==> src/design/ntaf_pkg.sv <==
package ntaf_pkg;

   localparam int VALUE_WIDTH = 32;
   localparam int DIGIT_WIDTH = 4;
   localparam int CHAR_WIDTH  = 8;

   localparam logic [CHAR_WIDTH-1:0] ASCII_ZERO = 8'd48;
   localparam logic [CHAR_WIDTH-1:0] ASCII_A    = 8'd65;
   localparam logic [CHAR_WIDTH-1:0] ASCII_X    = 8'd88;
   localparam logic [CHAR_WIDTH-1:0] DIGIT_BASE = 8'd10;

   typedef struct packed {
      logic [VALUE_WIDTH-1:0] value;
      logic                   mode;
   } req_type;

   typedef struct packed {
      logic [CHAR_WIDTH-1:0] char_code;
      logic                  last;
   } rsp_type;

   // commands from the sequencer to the digit shift register
   typedef struct packed {
      logic clear;
      logic dabble;
      logic bit_in;
      logic digit_shift;
   } bcd_cmd_type;

   function automatic logic [CHAR_WIDTH-1:0] hex_char(input logic [DIGIT_WIDTH-1:0] nibble);
      logic [CHAR_WIDTH-1:0] wide;
      wide = {{(CHAR_WIDTH-DIGIT_WIDTH){1'b0}}, nibble};
      if (nibble > 4'd9) begin
         return ASCII_A - DIGIT_BASE + wide;
      end
      return ASCII_ZERO + wide;
   endfunction

endpackage

==> src/design/ntaf_bcd_shifter.sv <==
module ntaf_bcd_shifter
   import ntaf_pkg::*;
#(
   parameter int MAX_DIGITS = 10
) (
   input  logic                   clock,
   input  bcd_cmd_type            cmd,
   output logic [DIGIT_WIDTH-1:0] top_digit,
   output logic                   overflow
);

   localparam int BCD_WIDTH = MAX_DIGITS * DIGIT_WIDTH;

   logic [BCD_WIDTH-1:0] bcd_ff, bcd_in;
   logic [BCD_WIDTH-1:0] adjusted;
   logic                 overflow_ff, overflow_in;

   // add 3 to every digit of 5 or more before the doubling shift
   always_comb begin
      for (int d = 0; d < MAX_DIGITS; d++) begin
         if (bcd_ff[d*DIGIT_WIDTH +: DIGIT_WIDTH] >= 4'd5) begin
            adjusted[d*DIGIT_WIDTH +: DIGIT_WIDTH] =
               bcd_ff[d*DIGIT_WIDTH +: DIGIT_WIDTH] + 4'd3;
         end else begin
            adjusted[d*DIGIT_WIDTH +: DIGIT_WIDTH] = bcd_ff[d*DIGIT_WIDTH +: DIGIT_WIDTH];
         end
      end
   end

   always_comb begin
      bcd_in      = bcd_ff;
      overflow_in = overflow_ff;
      if (cmd.clear) begin
         bcd_in      = '0;
         overflow_in = 1'b0;
      end else if (cmd.dabble) begin
         // a one leaving the top digit means the value has more digits than fit
         bcd_in      = (adjusted << 1) | {{(BCD_WIDTH-1){1'b0}}, cmd.bit_in};
         overflow_in = overflow_ff | adjusted[BCD_WIDTH-1];
      end else if (cmd.digit_shift) begin
         bcd_in = bcd_ff << DIGIT_WIDTH;
      end
   end

   always_ff @(posedge clock) begin
      bcd_ff      <= bcd_in;
      overflow_ff <= overflow_in;
   end

   assign top_digit = bcd_ff[BCD_WIDTH-1 -: DIGIT_WIDTH];
   assign overflow  = overflow_ff;

endmodule

==> src/design/number_to_ascii_formatter_core.sv <==
// Decimal word: accept, binary-to-BCD conversion by shift-and-add-3 (one
// input bit per cycle), then step over leading zeros and emit one character
// per cycle while the output is not stalled. A new word is accepted only in
// idle, once the sequencer has finished the previous word.
// Hex word: accept, then 4 characters, one per cycle unless the output stalls.
// Synchronous active-high reset returns the sequencer to idle with no output.
module number_to_ascii_formatter_core
   import ntaf_pkg::*;
#(
   parameter int MAX_DIGITS = 10
) (
   input  logic    clock,
   input  logic    reset,
   input  logic    req_valid,
   output logic    req_ready,
   input  req_type req_payload,
   output logic    rsp_valid,
   input  logic    rsp_ready,
   output rsp_type rsp_payload
);

   localparam int BIT_CNT_WIDTH = $clog2(VALUE_WIDTH);
   localparam int REMAIN_WIDTH  = $clog2(MAX_DIGITS + 1);

   typedef enum logic [2:0] {
      IDLE,
      CONVERT,
      SKIP,
      EMIT,
      HEX
   } state_type;

   state_type                state_ff, state_in;
   logic [VALUE_WIDTH-1:0]   value_ff, value_in;
   logic [BIT_CNT_WIDTH-1:0] bit_cnt_ff, bit_cnt_in;
   logic [REMAIN_WIDTH-1:0]  remain_ff, remain_in;
   logic [1:0]               hex_idx_ff, hex_idx_in;
   logic                     rsp_valid_ff, rsp_valid_in;
   rsp_type                  rsp_ff, rsp_in;

   bcd_cmd_type              cmd;
   logic [DIGIT_WIDTH-1:0]   top_digit;
   logic                     overflow;
   logic                     out_free;

   ntaf_bcd_shifter #(
      .MAX_DIGITS(MAX_DIGITS)
   ) u_bcd (
      .clock     (clock),
      .cmd       (cmd),
      .top_digit (top_digit),
      .overflow  (overflow)
   );

   assign out_free = !rsp_valid_ff || rsp_ready;

   always_comb begin
      state_in     = state_ff;
      value_in     = value_ff;
      bit_cnt_in   = bit_cnt_ff;
      remain_in    = remain_ff;
      hex_idx_in   = hex_idx_ff;
      rsp_valid_in = rsp_valid_ff;
      rsp_in       = rsp_ff;
      cmd          = '0;

      if (rsp_valid_ff && rsp_ready) begin
         rsp_valid_in = 1'b0;
      end

      unique case (state_ff)
         IDLE: begin
            if (req_valid) begin
               value_in   = req_payload.value;
               bit_cnt_in = BIT_CNT_WIDTH'(VALUE_WIDTH - 1);
               hex_idx_in = 2'd0;
               cmd.clear  = 1'b1;
               state_in   = req_payload.mode ? HEX : CONVERT;
            end
         end
         CONVERT: begin
            cmd.dabble = 1'b1;
            cmd.bit_in = value_ff[VALUE_WIDTH-1];
            value_in   = value_ff << 1;
            bit_cnt_in = bit_cnt_ff - 1'b1;
            if (bit_cnt_ff == '0) begin
               remain_in = REMAIN_WIDTH'(MAX_DIGITS);
               state_in  = SKIP;
            end
         end
         SKIP: begin
            // drop leading zeros, but keep all digits once the value overflowed
            if (top_digit == '0 && remain_ff > REMAIN_WIDTH'(1) && !overflow) begin
               cmd.digit_shift = 1'b1;
               remain_in       = remain_ff - 1'b1;
            end else begin
               state_in = EMIT;
            end
         end
         EMIT: begin
            if (out_free) begin
               rsp_valid_in     = 1'b1;
               rsp_in.char_code = ASCII_ZERO + {{(CHAR_WIDTH-DIGIT_WIDTH){1'b0}}, top_digit};
               rsp_in.last      = (remain_ff == REMAIN_WIDTH'(1));
               cmd.digit_shift  = 1'b1;
               remain_in        = remain_ff - 1'b1;
               if (remain_ff == REMAIN_WIDTH'(1)) begin
                  state_in = IDLE;
               end
            end
         end
         HEX: begin
            if (out_free) begin
               rsp_valid_in = 1'b1;
               rsp_in.last  = (hex_idx_ff == 2'd3);
               case (hex_idx_ff)
                  2'd0:    rsp_in.char_code = ASCII_ZERO;
                  2'd1:    rsp_in.char_code = ASCII_X;
                  2'd2:    rsp_in.char_code = hex_char(value_ff[7:4]);
                  default: rsp_in.char_code = hex_char(value_ff[3:0]);
               endcase
               hex_idx_in = hex_idx_ff + 1'b1;
               if (hex_idx_ff == 2'd3) begin
                  state_in = IDLE;
               end
            end
         end
         default: begin
            state_in = IDLE;
         end
      endcase
   end

   always_ff @(posedge clock) begin
      if (reset) begin
         state_ff     <= IDLE;
         rsp_valid_ff <= 1'b0;
      end else begin
         state_ff     <= state_in;
         rsp_valid_ff <= rsp_valid_in;
      end
      value_ff   <= value_in;
      bit_cnt_ff <= bit_cnt_in;
      remain_ff  <= remain_in;
      hex_idx_ff <= hex_idx_in;
      rsp_ff     <= rsp_in;
   end

   assign req_ready   = (state_ff == IDLE);
   assign rsp_valid   = rsp_valid_ff;
   assign rsp_payload = rsp_ff;

endmodule

==> config.mk <==
export PLATFORM = sky130hd
export DESIGN_NAME = number_to_ascii_formatter_core
export DESIGN_NICKNAME = d
export VERILOG_FILES = /design/src/design/ntaf_pkg.sv /design/src/design/ntaf_bcd_shifter.sv /design/src/design/number_to_ascii_formatter_core.sv
export SDC_FILE = /design/constraint.sdc
export NUM_CORES = 1
export LEC_CHECK = 0
export BUFFER_PORTS_ARGS = -buffer_cell sky130_fd_sc_hd__buf_2
export CAP_MARGIN = 30
export CORE_ASPECT_RATIO = 1.2
export CORE_MARGIN = 8
export CORE_UTILIZATION = 60
export CTS_CLUSTER_DIAMETER = 60
export CTS_CLUSTER_SIZE = 8
export DETAILED_ROUTE_END_ITERATION = 16
export PLACE_DENSITY = 0.8
export SLEW_MARGIN = 20
export SYNTH_ARGS = -nofsm -noshare
export SYNTH_HDL_FRONTEND = slang
export SYNTH_SLANG_ARGS = --single-unit
==> constraint.sdc <==
create_clock -name clock -period 2.75 [get_ports clock]
set_input_delay 0.1375 -clock clock [delete_from_list [all_inputs] [get_ports clock]]
set_output_delay 0.1375 -clock clock [all_outputs]
set_load 0.05 [all_outputs]
==> results.cfg <==
[critical_path]
required_ns = 3.05
crit_buf_inv = 2
crit_chain = inv_1 -> ha_1 -> nand3b_1 -> a211oi_2 -> nor2_2 -> buf_4 -> o21ai_0 -> a21oi_1
worstPathArrival_ns = 2.58
crit_path_start = u_bcd.bcd_ff[36]
crit_slowest_cell = nor2_2
r2r-end = u_bcd.bcd_ff[3]
slowest_delay_ns = 0.64
worst-r2r-setup-slack_ns = 0.47
cpLargestDelayFamily = simple AND/OR/NAND/NOR gates
cp-endpoint = u_bcd.bcd_ff[3]
critPathLaunchType = flop
critPathKind = flop to flop
critPathMaxFanout = 21
crit_path_end_kind = flop
crit_cells = 8
r2r_start = u_bcd.bcd_ff[36]
worst_r2r_path_depth = 8

[sta]
fmax_mhz = 439.1
rsz0062_at_grt = no
final_max_slew_viol_count = 0
tns_ns = 0
relSlewSlack_pct = 46.93
setup_viol = 0
worst_slack_ns = 0.4725
hold_violations = 0
skew_ns = 0.007570
worstMarginPinSlew_ns = 0.7952
fin_hold_ws_ns = 0.02861
fin_crit_sh_pct = 82.82
min_period_ns = 2.278

[power]
power_frac_comb_pct = 21.1
seq_power_share_pct = 53.7
power.internal_mw = 2.294
ir_drop_uv = 388.7
leakagePower_nw = 2.269
p_total_mw = 3.370
power_switching_mw = 1.076
powerDensity_nw_per_um2 = 565.1
p_sw_share_pct = 31.94
power.share.clock_pct = 25.2

[cts]
numCtsBuffers = 9
clock_latency_ns = 0.37
cts_tree = built
cts.path.max_buffers = 2
postCtsSetupRepairBufs = 0
clockRootBuffer = clkbuf_8
clock_sinks = 96
cts.hold.buffers_added = 1
h-tree-depth = 3
clkTransAtPathRegs_ns = 0.09
cts_resized = 0

[yosys]
ys_top_cells_by_area = edfxtp_1 (28%), dfxtp_1 (16%), nand2_1 (10%)
ys_seq_area_share_pct = 44.34
yosys.area_share.simple_pct = 19.55
post_synth_fa_ha_maj_area_fraction_pct = 7.527
synthCells = 633
syn_area_per_cell_um2 = 8.665
syn_area_um2 = 5485
async_reset_ff_share_pct = 0
yosysWarningCount = 0
ys_types = 49
yosys.area.top_type = edfxtp_1
synth-main-ff-cell = edfxtp_1
syn-num-nets = 703
synth_top_area_share_pct = 27.92
synth_compound_area_share_pct = 18.11
yosys-mux-area-fraction_pct = 2.007
synth_xor_area_share_pct = 2.714
synth_edf_count = 51
ys_seq_elements = 96
synth_top_family_by_area = simple AND/OR/NAND/NOR gates

[drt]
first_pass_iters = 6
wl_um = 11520
via_count = 4541
remaining_drc_errors = 0
drt_iter0_drc = 313
wl_per_cell_um = 14.60
vias_per_cell = 5.755
antenna_left = 0

[finish]
final_cell_mix = nand2_1 (145), a21oi_1 (63), edfxtp_1 (51), buf_2 (46), dfxtp_1 (45)
fin_area_um2 = 5964
antenna_cells = 0
area_growth_pct = 8.736
final_common_cell = nand2_1
final_util_pct = 66.37
fin_cells = 789
nets = 734
layout-drive-gt1-share_pct = 11.81

[global_route]
met3_usage_pct = 4.255
grt_overflow = 0
busiest_layer = met2
antenna_found_initial = 0
grt_pass1_wl_um = 19060
grt_use_total_pct = 18.92
grt_pass1_vias = 4405
grt_max_degree = 100
globalRouteMet2Util_pct = 31.85
grtUsageMet1_pct = 22.24

[placed_design]
dp_worst_setup_slack_ns = 0.4951
hpwl_um = 7807
gp_congestion = 0.8290
portBuffers = 46
placed_area_um2 = 5781
dp.cells = 772

[floorplan]
dieArea_um2 = 12470
initial_core_util_pct = 61.04
io_pins = 48
die_y_um = 120.7
core_um2 = 8986
num_rows = 38
die_w_um = 103.3

[min_path]
hold_path.class = input port to flop
min_path_cells = 3

[run]
cap_violations = 0

[run_status]
status = completed
Yosys cell counts (all sizes together), types with 2 or more instances:
| cell | instances |
|---|---|
| nor2 | 27 |
| a211oi | 5 |
| or4 | 2 |
| a31oi | 19 |
| clkbuf | 16 |
| nand2 | 146 |
| nor3 | 16 |
| mux2i | 11 |
| inv | 33 |
| and3 | 2 |
| nor2b | 3 |
| buf | 20 |
| ha | 33 |
| and2 | 2 |
| o211ai | 10 |
| o21ai | 49 |
| nand2b | 13 |
| xnor2 | 16 |
| or2 | 3 |
| dfxtp | 45 |
| edfxtp | 51 |
| a221o | 8 |
| a2111oi | 3 |
| nor3b | 11 |
| a22oi | 4 |
| nand3 | 9 |
| a21oi | 63 |
flip-flops by register name, summed over array words and instances, names as in the netlist:
| signal | cells |
|---|---|
| bit_cnt_ff | 5 |
| hex_idx_ff | 2 |
| remain_ff | 4 |
| rsp_payload | 8 |
| rsp_valid | 1 |
| state_ff | 3 |
| u_bcd.bcd_ff | 40 |
| u_bcd.overflow | 1 |
| value_ff | 32 |
worst min-delay path by stage:
stage                         to             from  slack (ns)
global placement       rsp_valid            reset        0.36
CTS                  value_ff[8]   req_payload[9]        0.01
global route        value_ff[17]  req_payload[18]        0.02
detailed placement   state_ff[0]            reset        0.36
finish               value_ff[8]   req_payload[9]        0.03
floorplan              rsp_valid            reset        0.21
worst min-delay path, cell delays in order:
cell     delay, ns
buf_2         0.07
nand2_1       0.04
nand2_1       0.05
cells by family after synthesis:
group | after synthesis
multiplexers | 11
other | 1
XOR/XNOR | 17
adder cells (fa/ha/maj) | 33
flip-flops | 96
AO/OA/AOI/OAI | 168
buffers and inverters | 69
AND/OR/NAND/NOR | 238
power groups by stage:
stage	combinational (mW)	sequential [mW]	clock (mW)
finish	0.712	1.81	0.849
global route	0.797	1.83	0.919
CTS	0.712	1.81	0.868
detailed placement	0.707	1.84	0
global placement	0.674	1.83	0
floorplan	0.532	1.82	0
layer usage:
metal | part of all wire, % | wire length (µm)
met1 | 43 | 4971
met2 | 50 | 5759
met3 | 4.9 | 570
met4 | 1.9 | 215
met5 | 0 | 0
cell type report:
| type | instances | area (µm²) |
|---|---|---|
| Timing Repair Buffer | 56 | 332.8 |
| Tap cell | 120 | 150.1 |
| Sequential cell | 96 | 2432 |
| Clock buffer | 11 | 141.4 |
| Inverter | 33 | 123.9 |
| Fill cell | 747 | 3022 |
| Multi-Input combinational cell | 468 | 2751 |
| Clock inverter | 5 | 32.53 |
Power figures use the tool's default switching activity.
